File: config.mk
export PLATFORM = sky130hd
export DESIGN_NAME = tiny_register_machine_executor
export DESIGN_NICKNAME = d
export VERILOG_FILES = /design/src/rtl/core/trm_pkg.sv /design/src/rtl/core/trm_ram.sv /design/src/rtl/core/trm_alu.sv /design/src/rtl/core/tiny_register_machine_executor.sv
export SDC_FILE = /design/constraint.sdc
export NUM_CORES = 2
export LEC_CHECK = 0
export BUFFER_PORTS_ARGS = -buffer_cell sky130_fd_sc_hd__buf_2
export CAP_MARGIN = 20
export CORE_MARGIN = 1.5
export CORE_UTILIZATION = 35
export CTS_BUF_LIST = sky130_fd_sc_hd__clkbuf_2
export DETAILED_ROUTE_END_ITERATION = 16
export RECOVER_POWER = 50
export SETUP_SLACK_MARGIN = 0.4
export SLEW_MARGIN = 20
export SYNTH_ARGS = -nofsm -noshare
export SYNTH_HDL_FRONTEND = slang
export SYNTH_SLANG_ARGS = --single-unit
File: constraint.sdc
create_clock -name clock -period 19.3 [get_ports clock]
set_input_delay 3.86 -clock clock [delete_from_list [all_inputs] [get_ports clock]]
set_output_delay 3.86 -clock clock [all_outputs]
set_load 0.03 [all_outputs]
File: src/rtl/core/trm_pkg.sv
package trm_pkg;

   // Datapath and register file geometry
   localparam int DATA_W  = 32;
   localparam int REG_CNT = 16;
   localparam int REG_W   = $clog2(REG_CNT);
   localparam int STEP_W  = $clog2(DATA_W);
   localparam logic [STEP_W-1:0] LAST_STEP = STEP_W'(DATA_W - 1);

   // Opcodes
   localparam logic [7:0] OP_WRITE = 8'h10;
   localparam logic [7:0] OP_MOV   = 8'h11;
   localparam logic [7:0] OP_MOVLI = 8'h12;
   localparam logic [7:0] OP_MOVHI = 8'h13;
   localparam logic [7:0] OP_ADD   = 8'h21;
   localparam logic [7:0] OP_ADDI  = 8'h31;
   localparam logic [7:0] OP_SUB   = 8'h22;
   localparam logic [7:0] OP_SUBI  = 8'h32;
   localparam logic [7:0] OP_MUL   = 8'h23;
   localparam logic [7:0] OP_MULI  = 8'h33;
   localparam logic [7:0] OP_DIV   = 8'h24;
   localparam logic [7:0] OP_DIVI  = 8'h34;

   // Response status codes
   localparam logic [2:0] ST_EXEC    = 3'd0;
   localparam logic [2:0] ST_WRITE   = 3'd1;
   localparam logic [2:0] ST_UNSUP   = 3'd2;
   localparam logic [2:0] ST_DIVZERO = 3'd3;
   localparam logic [2:0] ST_IGNORED = 3'd4;

   // Shared arithmetic unit operations
   typedef enum logic [1:0] {
      ALU_ADD,
      ALU_SUB,
      ALU_MUL,
      ALU_DIV
   } alu_op_type;

   typedef struct packed {
      logic       start;
      alu_op_type op;
   } alu_req_type;

endpackage

File: src/rtl/core/trm_ram.sv
module trm_ram #(
   parameter int WIDTH = 32,
   parameter int DEPTH = 16
) (
   input  logic                     clock,
   input  logic                     wr_en,
   input  logic [$clog2(DEPTH)-1:0] wr_addr,
   input  logic [WIDTH-1:0]         wr_data,
   input  logic [$clog2(DEPTH)-1:0] rd_addr_a,
   output logic [WIDTH-1:0]         rd_data_a,
   input  logic [$clog2(DEPTH)-1:0] rd_addr_b,
   output logic [WIDTH-1:0]         rd_data_b
);

   logic [WIDTH-1:0] mem_ff [DEPTH];

   // One write port, two registered read ports
   always_ff @(posedge clock) begin
      if (wr_en) begin
         mem_ff[wr_addr] <= wr_data;
      end
      rd_data_a <= mem_ff[rd_addr_a];
      rd_data_b <= mem_ff[rd_addr_b];
   end

endmodule

File: src/rtl/core/trm_alu.sv
module trm_alu (
   input  logic                clock,
   input  logic                reset,
   input  trm_pkg::alu_req_type alu_req,
   input  logic [31:0]         opnd_a,
   input  logic [31:0]         opnd_b,
   output logic                done,
   output logic [31:0]         result
);
   import trm_pkg::*;

   typedef enum logic [2:0] {
      A_IDLE,
      A_NEGA,
      A_NEGB,
      A_ITER,
      A_FIX
   } alu_state_type;

   alu_state_type       state_ff;
   alu_op_type          op_ff;
   logic [DATA_W-1:0]   a_ff;      // addend, multiplicand, or dividend/quotient
   logic [DATA_W-1:0]   b_ff;      // addend, multiplier, or divisor
   logic [DATA_W-1:0]   acc_ff;    // product accumulator or partial remainder
   logic [STEP_W-1:0]   cnt_ff;
   logic                neg_ff;
   logic                done_ff;
   logic [DATA_W-1:0]   result_ff;

   logic [DATA_W:0]     add_x;
   logic [DATA_W:0]     add_y;
   logic                add_inv;
   logic [DATA_W+1:0]   add_sum;
   logic                no_borrow;

   // Operand select for the one shared adder
   always_comb begin
      add_x   = '0;
      add_y   = '0;
      add_inv = 1'b0;
      unique case (state_ff)
         A_IDLE: begin
         end
         A_NEGA: begin
            add_y   = {1'b0, a_ff};
            add_inv = 1'b1;
         end
         A_NEGB: begin
            add_y   = {1'b0, b_ff};
            add_inv = 1'b1;
         end
         A_ITER: begin
            unique case (op_ff)
               ALU_ADD: begin
                  add_x = {1'b0, a_ff};
                  add_y = {1'b0, b_ff};
               end
               ALU_SUB: begin
                  add_x   = {1'b0, a_ff};
                  add_y   = {1'b0, b_ff};
                  add_inv = 1'b1;
               end
               ALU_MUL: begin
                  add_x = {1'b0, acc_ff};
                  add_y = {1'b0, a_ff};
               end
               ALU_DIV: begin
                  // shifted remainder minus divisor
                  add_x   = {acc_ff, a_ff[DATA_W-1]};
                  add_y   = {1'b0, b_ff};
                  add_inv = 1'b1;
               end
               default: begin
               end
            endcase
         end
         A_FIX: begin
            add_y   = {1'b0, a_ff};
            add_inv = 1'b1;
         end
         default: begin
         end
      endcase
   end

   assign add_sum   = {1'b0, add_x} + {1'b0, (add_inv ? ~add_y : add_y)}
                      + {{(DATA_W+1){1'b0}}, add_inv};
   assign no_borrow = add_sum[DATA_W+1];

   // Sequencer: add/sub in one step, shift-add multiply and restoring
   // divide one bit per step; done pulses for one cycle back in idle
   always_ff @(posedge clock) begin
      if (reset) begin
         state_ff <= A_IDLE;
         cnt_ff   <= '0;
         done_ff  <= 1'b0;
      end else begin
         unique case (state_ff)
            A_IDLE: begin
               done_ff <= 1'b0;
               if (alu_req.start) begin
                  op_ff  <= alu_req.op;
                  a_ff   <= opnd_a;
                  b_ff   <= opnd_b;
                  acc_ff <= '0;
                  cnt_ff <= '0;
                  neg_ff <= opnd_a[DATA_W-1] ^ opnd_b[DATA_W-1];
                  state_ff <= (alu_req.op == ALU_DIV) ? A_NEGA : A_ITER;
               end
            end
            A_NEGA: begin
               if (a_ff[DATA_W-1]) begin
                  a_ff <= add_sum[DATA_W-1:0];
               end
               state_ff <= A_NEGB;
            end
            A_NEGB: begin
               if (b_ff[DATA_W-1]) begin
                  b_ff <= add_sum[DATA_W-1:0];
               end
               state_ff <= A_ITER;
            end
            A_ITER: begin
               unique case (op_ff)
                  ALU_ADD, ALU_SUB: begin
                     result_ff <= add_sum[DATA_W-1:0];
                     done_ff   <= 1'b1;
                     state_ff  <= A_IDLE;
                  end
                  ALU_MUL: begin
                     if (b_ff[0]) begin
                        acc_ff <= add_sum[DATA_W-1:0];
                     end
                     a_ff   <= {a_ff[DATA_W-2:0], 1'b0};
                     b_ff   <= {1'b0, b_ff[DATA_W-1:1]};
                     cnt_ff <= cnt_ff + 1'b1;
                     if (cnt_ff == LAST_STEP) begin
                        result_ff <= b_ff[0] ? add_sum[DATA_W-1:0] : acc_ff;
                        done_ff   <= 1'b1;
                        state_ff  <= A_IDLE;
                     end
                  end
                  ALU_DIV: begin
                     if (no_borrow) begin
                        acc_ff <= add_sum[DATA_W-1:0];
                     end else begin
                        acc_ff <= {acc_ff[DATA_W-2:0], a_ff[DATA_W-1]};
                     end
                     a_ff   <= {a_ff[DATA_W-2:0], no_borrow};
                     cnt_ff <= cnt_ff + 1'b1;
                     if (cnt_ff == LAST_STEP) begin
                        state_ff <= A_FIX;
                     end
                  end
                  default: begin
                     state_ff <= A_IDLE;
                  end
               endcase
            end
            A_FIX: begin
               // restore the quotient sign
               result_ff <= neg_ff ? add_sum[DATA_W-1:0] : a_ff;
               done_ff   <= 1'b1;
               state_ff  <= A_IDLE;
            end
            default: begin
               state_ff <= A_IDLE;
            end
         endcase
      end
   end

   assign done   = done_ff;
   assign result = result_ff;

endmodule

File: src/rtl/core/tiny_register_machine_executor.sv
// Tiny register machine executor.
// Request channel (req_valid/req_ready): one 32-bit instruction plus a
// last-of-program flag. Response channel (rsp_valid/rsp_ready): one status
// and one signed value for every request, in order.
// The block takes one request at a time; req_ready is high only while the
// sequencer is idle. Work between acceptance and the response register:
//   halted, WRITE, MOV, OR-in, unknown opcode, zero divisor: no arithmetic unit
//   ADD, SUB: one pass through the shared adder
//   MUL: shift-add, one multiplier bit per cycle in the shared adder
//   DIV: sign fix-up steps plus one quotient bit per cycle
// The shared 34-bit adder in trm_alu carries the multiply and divide steps.
// A finished response sits in an output register, so a new request is taken
// while it waits; if the receiver stalls and a second response is ready, the
// sequencer holds it until the output register frees.
// Reset (synchronous) empties the register file (all registers read zero),
// clears the halt and drops rsp_valid. A request with the last flag set
// clears the registers and the halt the same way once it is answered.
module tiny_register_machine_executor (
   input  logic               clock,
   input  logic               reset,
   input  logic               req_valid,
   output logic               req_ready,
   input  logic [31:0]        req_instruction,
   input  logic               req_last_of_program,
   output logic               rsp_valid,
   input  logic               rsp_ready,
   output logic [2:0]         rsp_status,
   output logic signed [31:0] rsp_value
);
   import trm_pkg::*;

   typedef enum logic [1:0] {
      S_IDLE,
      S_READ,
      S_WAIT,
      S_DONE
   } seq_state_type;

   seq_state_type            state_ff;
   logic [DATA_W-1:0]        ins_ff;
   logic                     last_ff;
   logic [REG_W-1:0]         addr_b_ff;
   logic [REG_CNT-1:0]       valid_ff;
   logic                     halted_ff;
   logic [2:0]               status_ff;
   logic signed [DATA_W-1:0] value_ff;
   logic                     wr_ff;
   logic [DATA_W-1:0]        wdata_ff;
   logic                     rsp_valid_ff;
   logic [2:0]               rsp_status_ff;
   logic signed [DATA_W-1:0] rsp_value_ff;

   logic [7:0]               req_op;
   logic [REG_W-1:0]         addr_b_in;
   logic [DATA_W-1:0]        ram_a;
   logic [DATA_W-1:0]        ram_b;
   logic [7:0]               op;
   logic [REG_W-1:0]         dst;
   logic [REG_W-1:0]         src;
   logic [15:0]              imm;
   logic [DATA_W-1:0]        ra;
   logic [DATA_W-1:0]        rb;
   logic [DATA_W-1:0]        opnd_b;
   logic                     is_alu;
   logic                     use_imm;
   alu_op_type               dec_op;
   logic                     div_zero;
   alu_req_type              alu_req;
   logic                     alu_done;
   logic [DATA_W-1:0]        alu_result;
   logic                     slot_free;
   logic                     ram_wr;

   // Second read port holds the destination for WRITE and OR-in, else reg3
   assign req_op = req_instruction[31:24];
   always_comb begin
      case (req_op) inside
         OP_WRITE, OP_MOVLI, OP_MOVHI: addr_b_in = req_instruction[23:20];
         default:                      addr_b_in = req_instruction[3:0];
      endcase
   end

   assign slot_free = !rsp_valid_ff || rsp_ready;
   assign ram_wr    = (state_ff == S_DONE) && slot_free && wr_ff && !last_ff;

   trm_ram #(
      .WIDTH(DATA_W),
      .DEPTH(REG_CNT)
   ) u_regs (
      .clock    (clock),
      .wr_en    (ram_wr),
      .wr_addr  (dst),
      .wr_data  (wdata_ff),
      .rd_addr_a(req_instruction[19:16]),
      .rd_data_a(ram_a),
      .rd_addr_b(addr_b_in),
      .rd_data_b(ram_b)
   );

   // Instruction fields; never-written registers read as zero
   assign op  = ins_ff[31:24];
   assign dst = ins_ff[23:20];
   assign src = ins_ff[19:16];
   assign imm = ins_ff[15:0];
   assign ra  = valid_ff[src] ? ram_a : '0;
   assign rb  = valid_ff[addr_b_ff] ? ram_b : '0;

   // Arithmetic decode
   always_comb begin
      is_alu  = 1'b1;
      use_imm = 1'b0;
      dec_op  = ALU_ADD;
      unique case (op) inside
         OP_ADD:  dec_op = ALU_ADD;
         OP_ADDI: begin dec_op = ALU_ADD; use_imm = 1'b1; end
         OP_SUB:  dec_op = ALU_SUB;
         OP_SUBI: begin dec_op = ALU_SUB; use_imm = 1'b1; end
         OP_MUL:  dec_op = ALU_MUL;
         OP_MULI: begin dec_op = ALU_MUL; use_imm = 1'b1; end
         OP_DIV:  dec_op = ALU_DIV;
         OP_DIVI: begin dec_op = ALU_DIV; use_imm = 1'b1; end
         default: is_alu = 1'b0;
      endcase
   end

   assign opnd_b   = use_imm ? {16'd0, imm} : rb;
   assign div_zero = (dec_op == ALU_DIV) && (opnd_b == '0);

   assign alu_req.start = (state_ff == S_READ) && !halted_ff && is_alu && !div_zero;
   assign alu_req.op    = dec_op;

   trm_alu u_alu (
      .clock  (clock),
      .reset  (reset),
      .alu_req(alu_req),
      .opnd_a (ra),
      .opnd_b (opnd_b),
      .done   (alu_done),
      .result (alu_result)
   );

   // Sequencer and response register
   always_ff @(posedge clock) begin
      if (reset) begin
         state_ff     <= S_IDLE;
         valid_ff     <= '0;
         halted_ff    <= 1'b0;
         rsp_valid_ff <= 1'b0;
         wr_ff        <= 1'b0;
      end else begin
         // load a finished response, drop it once taken
         if ((state_ff == S_DONE) && slot_free) begin
            rsp_valid_ff <= 1'b1;
         end else if (rsp_ready) begin
            rsp_valid_ff <= 1'b0;
         end
         unique case (state_ff)
            S_IDLE: begin
               if (req_valid) begin
                  ins_ff    <= req_instruction;
                  last_ff   <= req_last_of_program;
                  addr_b_ff <= addr_b_in;
                  state_ff  <= S_READ;
               end
            end
            S_READ: begin
               if (halted_ff) begin
                  status_ff <= ST_IGNORED;
                  value_ff  <= '0;
                  wr_ff     <= 1'b0;
                  state_ff  <= S_DONE;
               end else begin
                  unique case (op) inside
                     OP_WRITE: begin
                        status_ff <= ST_WRITE;
                        value_ff  <= rb;
                        wr_ff     <= 1'b0;
                        state_ff  <= S_DONE;
                     end
                     OP_MOV: begin
                        status_ff <= ST_EXEC;
                        value_ff  <= '0;
                        wr_ff     <= 1'b1;
                        wdata_ff  <= ra;
                        state_ff  <= S_DONE;
                     end
                     OP_MOVLI: begin
                        status_ff <= ST_EXEC;
                        value_ff  <= '0;
                        wr_ff     <= 1'b1;
                        wdata_ff  <= rb | {16'd0, imm};
                        state_ff  <= S_DONE;
                     end
                     OP_MOVHI: begin
                        status_ff <= ST_EXEC;
                        value_ff  <= '0;
                        wr_ff     <= 1'b1;
                        wdata_ff  <= rb | {imm, 16'd0};
                        state_ff  <= S_DONE;
                     end
                     default: begin
                        value_ff <= '0;
                        wr_ff    <= 1'b0;
                        if (!is_alu) begin
                           status_ff <= ST_UNSUP;
                           halted_ff <= 1'b1;
                           state_ff  <= S_DONE;
                        end else if (div_zero) begin
                           status_ff <= ST_DIVZERO;
                           state_ff  <= S_DONE;
                        end else begin
                           status_ff <= ST_EXEC;
                           state_ff  <= S_WAIT;
                        end
                     end
                  endcase
               end
            end
            S_WAIT: begin
               if (alu_done) begin
                  wr_ff    <= 1'b1;
                  wdata_ff <= alu_result;
                  state_ff <= S_DONE;
               end
            end
            S_DONE: begin
               if (slot_free) begin
                  rsp_status_ff <= status_ff;
                  rsp_value_ff  <= value_ff;
                  // end of program: empty the register file and clear the halt
                  if (last_ff) begin
                     valid_ff  <= '0;
                     halted_ff <= 1'b0;
                  end else if (wr_ff) begin
                     valid_ff[dst] <= 1'b1;
                  end
                  wr_ff    <= 1'b0;
                  state_ff <= S_IDLE;
               end
            end
            default: begin
               state_ff <= S_IDLE;
            end
         endcase
      end
   end

   assign req_ready  = (state_ff == S_IDLE);
   assign rsp_valid  = rsp_valid_ff;
   assign rsp_status = rsp_status_ff;
   assign rsp_value  = rsp_value_ff;

endmodule

Yosys cells after proc, flatten, opt, wreduce, memory -nomap -nowiden:

Memory sizes are Yosys's and may differ from the RTL's. A register that Yosys moved wholly into a read port is not among the register bits.
Cells that the tools add are included.

* bits in writable memories: 512
* word-level logic and storage cells: 222
* output and inout port bits: 37
* flip-flop bits (word level): 300
* memories kept: 1
* input bits: 37

Memory list
* u_regs.mem_ff: depth 16, width 32, read ports 2, clocked after Yosys merged registers in 2, wr ports 1, line trm_ram.sv:15 `logic [WIDTH-1:0] mem_ff [DEPTH];`

* add/subtract/negate cells: 3
* mux-type cells: 81
* bitwise operators: 7
* eq/ne operators: 42
* $lt $le $gt $ge: 4
* reduce and logical (&&, ||, !) cells: 60

Operators with widths (number)
* $mux W32: 15
* $pmux W32 S2: 6
* $pmux W32 S3: 3
* $pmux W33 S3: 2
* $mux W33: 2
* $pmux W33 S2: 1
* $eq A8 B6 Y1 const B: 8
* $eq A8 B5 Y1 const B: 7
* $add A33 B33 Y34: 1
* $add A34 B1 Y34: 1
* $not A33 Y33: 1
* $logic_not A32 Y1: 1
* $mux W16: 2
* $or A32 B16 Y32: 1
* $or A32 B32 Y32: 1
* $reduce_and A3 Y1: 10
* $mux W1: 24
* $or A16 B16 Y16: 1
* $reduce_and A4 Y1: 4
* $reduce_or A2 Y1: 8
* $lt A4 B5 Y1 const B: 3
* $reduce_and A5 Y1: 3
* $ne A2 B2 Y1 const B: 7
* $mux W2: 6
* other kinds (38): 79

Logic depth before layout (Yosys ltp):

* depth after elaboration: 12
* mapped depth: 23
* gate-level depth less buffers: 17

By module:

Synthesis repeated with hierarchy kept, for this count alone.

* cell total of the unflattened synthesis: 3009
* area total of the unflattened synthesis: 42716.0 um^2

Modules (own cells, without submodules)
* trm_ram: cells an instance 1141, instances 1, area each 24188.2 um^2, seq. area each 16656.0 um^2
* trm_alu: cells an instance 1190, instances 1, area each 10571.4 um^2, seq. area each 4113.9 um^2
* tiny_register_machine_executor: cells an instance 678, instances 1, area each 7956.4 um^2, seq. area each 4594.4 um^2

Least setup slack after synthesis:

OpenSTA, ideal clock, no wires.

* path kind: in2reg
* from: in reset
* to: reg wdata_ff[0] (enable)
* setup slack: 9.612 ns
* path buffers: 1
* library setup time: 0.594 ns
* data arrival time: 9.094 ns
* cell stages on the path: 2
* required time: 18.706 ns
* cells stage by stage: clkbuf_1 -> a2111oi_0

* word-level cells in the longest chain between the ends: 2

RTL lines
* from (decl): line tiny_register_machine_executor.sv:20 `input logic reset,`
* $not A1 Y1 (no source line)
* $reduce_and A5 Y1 (no source line)
* to (signal assigned): line tiny_register_machine_executor.sv:184 `wdata_ff <= ra;`
* to (signal assigned): line tiny_register_machine_executor.sv:191 `wdata_ff <= rb | {16'd0, imm};`
* to (signal assigned): line tiny_register_machine_executor.sv:198 `wdata_ff <= rb | {imm, 16'd0};`
* to (decl): line tiny_register_machine_executor.sv:48 `logic [DATA_W-1:0] wdata_ff;`

Every way passes these cells.
A chain may end at the register's enable or synchronous reset.

Worst setup path after layout:

* from: reg u_alu.state_ff[1]
* to: reg u_alu.acc_ff[23] (data pin)

* word-level cells in the longest chain between the ends: 10
* elaborated cells between the ends (all ways): 18
* those cells by class: add/sub (2); eq/ne (4); mux (8); bitwise (1); reduce/logical (3)

RTL lines
* from (decl): line trm_alu.sv:20 `alu_state_type state_ff;`
* from (signal assigned): line trm_alu.sv:108 `state_ff <= (alu_req.op == ALU_DIV) ? A_NEGA : A_ITER;`
* $eq A3 B3 Y1 or $eq A3 B1 Y1 (tied branches): line trm_alu.sv:41 `unique case (state_ff)`
* $reduce_or A2 Y1 (no source line)
* $pmux W33 S3: line trm_alu.sv:41
* $not A33 Y33: line trm_alu.sv:86 `assign add_sum = {1'b0, add_x} + {1'b0, (add_inv ? ~add_y : add_y)}`
* $mux W33: line trm_alu.sv:86
* $add A33 B33 Y34: line trm_alu.sv:86
* $add A34 B1 Y34: line trm_alu.sv:87 `+ {{(DATA_W+1){1'b0}}, add_inv};`
* $mux W32, on equally long branches: line trm_alu.sv:144, trm_alu.sv:131
* $pmux W32 S2: line trm_alu.sv:124 `unique case (op_ff)`
* $pmux W32 S2 (*): line trm_alu.sv:98 `unique case (state_ff)`
* to (signal assigned): line trm_alu.sv:132 `acc_ff <= add_sum[DATA_W-1:0];`
* to (signal assigned): line trm_alu.sv:145 `acc_ff <= add_sum[DATA_W-1:0];`
* to (signal assigned): line trm_alu.sv:147 `acc_ff <= {acc_ff[DATA_W-2:0], a_ff[DATA_W-1]};`
* to (decl): line trm_alu.sv:24 `logic [DATA_W-1:0] acc_ff;`

Mark *: on every way between the ends. The rest lies on a longest branch, timed or not.

==> results.py <==
metrics = {
    "grt": {
        "grt_use_total": 0.220,
        "antenna_found_initial": 7,
        "gr-total-overflow": 0,
        "grt_max_degree": 138,
        "grt_pass1_wl_mm": 205,
        "grt_pass1_vias": 30300,
    },
    "layout": {
        "drive_gt1_frac": 0.177,
        "final_util": 0.386,
        "final_cell_area_um2": 47100,
        "final_common_cell": "edfxtp_1",
        "final_cell_mix": "edfxtp_1, nand2_1, clkbuf_2",
        "nFillCells": 11800,
        "nets": 3757,
        "final_cells": 5492,
        "area_delta_synth_final_pct": 9.57,
    },
    "clock_network": {
        "cts_tree": "yes",
        "cts_max_level": 4,
        "cts_sinks": 876,
        "post_cts_buffers": 0,
        "clockBufferDepth": 3,
        "root_buffer": "clkbuf_2",
        "hold_buffers": 0,
        "ctsResizeCount": 0,
        "cts.clk_slew.worst_paths_ps": 110,
        "worstSkewPairLatency_ps": 1540,
        "cts_buffers": 214,
    },
    "outcome": {
        "status": "finished, violations left",
        "violations": "max-capacitance violations, max-slew violations",
    },
    "sta": {
        "fmax_mhz": 124,
        "fin_crit_ps": 8040,
        "finalHoldViolations": 0,
        "finalHoldWorstSlack_ps": 366,
        "period_share": 0.417,
        "worst_pin_slew_ps": 4180,
        "final-max-slew-violation-count": 405,
        "skew_ps": 124,
        "worst_slack_ps": 11260,
        "relSlewSlack": -1.79,
        "rsz0062_at_grt": "false",
        "setup_viol": 0,
        "finalSetupTns_ps": 0,
    },
    "route": {
        "drc": 0,
        "drt-initial-drc-count": 4213,
        "avgRoutedWirePerCell_um": 25.6,
        "first_pass_iters": 8,
        "drt_wl_total_mm": 141,
        "vias_per_cell": 5.85,
        "dr_total_vias": 32100,
        "ant_nets": 0,
    },
    "power_and_ir_drop": {
        "ir_worst_vdd_uv": 61.0,
        "p_int_mw": 2.80,
        "power.share.clock": 0.309,
        "p_comb_frac": 0.109,
        "power_frac_seq": 0.582,
        "switching_share": 0.305,
        "powerDensity_nw_per_um2": 85.7,
        "p_leak_nw": 16.3,
        "power.total_mw": 4.04,
        "switchingPower_mw": 1.23,
    },
    "floorplan": {
        "fp.dieH_um": 353,
        "start_util": 0.353,
        "core_um2": 122000,
        "die_x_um": 353,
        "die_area_um2": 125000,
        "ios": 74,
        "rows": 128,
    },
    "yosys": {
        "post_synth.cell_area_avg_um2": 12.0,
        "synth_area_um2": 43000,
        "synth_top_cell_by_area": "edfxtp_1",
        "synth_seq_cells": 876,
        "netlist.area_leader.share": 0.546,
        "synth_fp_nets": 3669,
        "ys.flop_type": "edfxtp_1",
        "async_flop_share": 0,
        "synthCells": 3592,
        "synth_edf_count": 782,
        "synth_cell_type_count": 87,
        "yosys-top-cells-area": "edfxtp_1, mux4_2, nand2_1, dfxtp_1, nand3_1",
        "yosysWarningCount": 0,
        "seq_area_frac_synth": 0.590,
    },
    "critical_path": {
        "path_max_fanout": 37,
        "slowest_delay_ps": 1380,
        "critPathCaptureType": "flop",
        "worst-setup-path-type": "flop to flop",
        "worstPathArrival_ps": 9330,
        "cp_cell_sequence": "clkbuf_1 -> nand2_1 -> clkbuf_1 -> a211oi_1 -> ha_1 -> and2_1 -> o2111ai_1 -> a31oi_1 -> a311oi_4 -> a21oi_2 -> o21ai_1 -> a31o_2 -> nand2_2 -> and2_1 -> a21oi_1",
        "path_buf_inv": 2,
        "path_delay_family": "compound AO/OA/AOI/OAI gates",
        "slowest_stage": "clkbuf_1",
        "crit_required_ps": 20590,
        "cp-start-kind": "flop",
    },
    "placement": {
        "place_area_um2": 45200,
        "place_congestion": 0.903,
        "dp_hpwl_mm": 84.4,
        "port_buffers": 73,
        "dpl.cell_count": 5088,
        "dpl_worst_slack_ps": 11230,
    },
    "min_path": {
        "min_path_type": "flop to flop",
    },
    "run": {
        "drv_cap": 11,
    },
}
[final cells by class]
type	instances	area, um^2	share of cell area
inverter	22	92.6	0.00197
multi-input combinational	2418	16700	0.354
sequential	876	25400	0.539
clock inverter	92	464	0.00986
antenna	6	15.0	0.000319
timing repair buffer	148	910	0.0193
clock buffer	305	1530	0.0324
tap	1625	2030	0.0432
[state kept, by name, indices dropped and copies added, names as in the netlist, 2 cells and up]
register	count
u_alu.a_ff	32
ins_ff	32
u_regs.rd_data_b	32
rsp_value	32
u_regs.mem_ff	512
u_alu.acc_ff	32
status_ff	3
u_alu.state_ff	3
u_alu.cnt_ff	5
u_regs.rd_data_a	32
state_ff	2
addr_b_ff	4
u_alu.b_ff	32
wdata_ff	32
value_ff	32
rsp_status	3
u_alu.op_ff	2
valid_ff	16
u_alu.result	32
[synthesized netlist by cell type (9+ instances only)]
library cell	n
edfxtp_1	782
nand2_1	705
nand3_1	293
clkbuf_1	226
nor2_1	183
mux4_2	170
a21oi_1	134
o21ai_0	107
dfxtp_1	94
a31oi_1	79
a211oi_1	75
a311oi_1	66
mux2i_1	65
a22oi_1	53
a221oi_1	48
and3_1	42
ha_1	39
a21o_1	38
and2_1	38
xnor2_1	37
buf_1	36
o21a_1	27
nor2b_1	25
inv_1	19
nor3_1	19
nor4_1	14
o21ai_1	14
o211ai_1	13
xor2_1	12
nand2b_1	11
mux2_2	10
o22ai_1	9
[cells by family (layout without fill, tap and decap cells)]
family          after synthesis  after routing  share of synthesized area
mux                         246            246                      0.107
simple gates               1368           1368                      0.140
flops                       876            876                      0.590
other cells                   0              6                          0
compound gates              713            713                      0.114
buf+inv                     298            567                     0.0271
fa+ha+maj                    40             40                     0.0118
xor+xnor                     51             51                     0.0107
[power by group through the flow]
| stage | Combinational [mW] | Sequential [mW] | Clock [mW] |
|---|---|---|---|
| after floorplan | 0.276 | 2.32 | 0 |
| after global placement | 0.431 | 2.38 | 0 |
| after detailed placement | 0.431 | 2.38 | 0 |
| after CTS | 0.435 | 2.34 | 1.28 |
| after global routing | 0.472 | 2.36 | 1.38 |
| final | 0.440 | 2.35 | 1.25 |
[worst paths after layout]
kind / slack (ps) / start / depth (start not counted) / endpoint
worst max-delay path: 11260 / u_alu.state_ff[1] / 15 / u_alu.acc_ff[23]
worst min-delay path: 370 / value_ff[19] / 0 / rsp_value[19]
worst max register to register: 11260 / u_alu.state_ff[1] / 15 / u_alu.acc_ff[23]
worst min register to register: 370 / value_ff[19] / 0 / rsp_value[19]
[routing by layer]
metal	vias up	global-route usage	wire length (um)
met3	283	0.0575	16500
met5	-	0	0
li1	14000	-	-
met2	1879	0.324	61700
met1	15900	0.308	57100
met4	0	0.0931	5320
No activity file was read; power rests on OpenSTA's default activity.
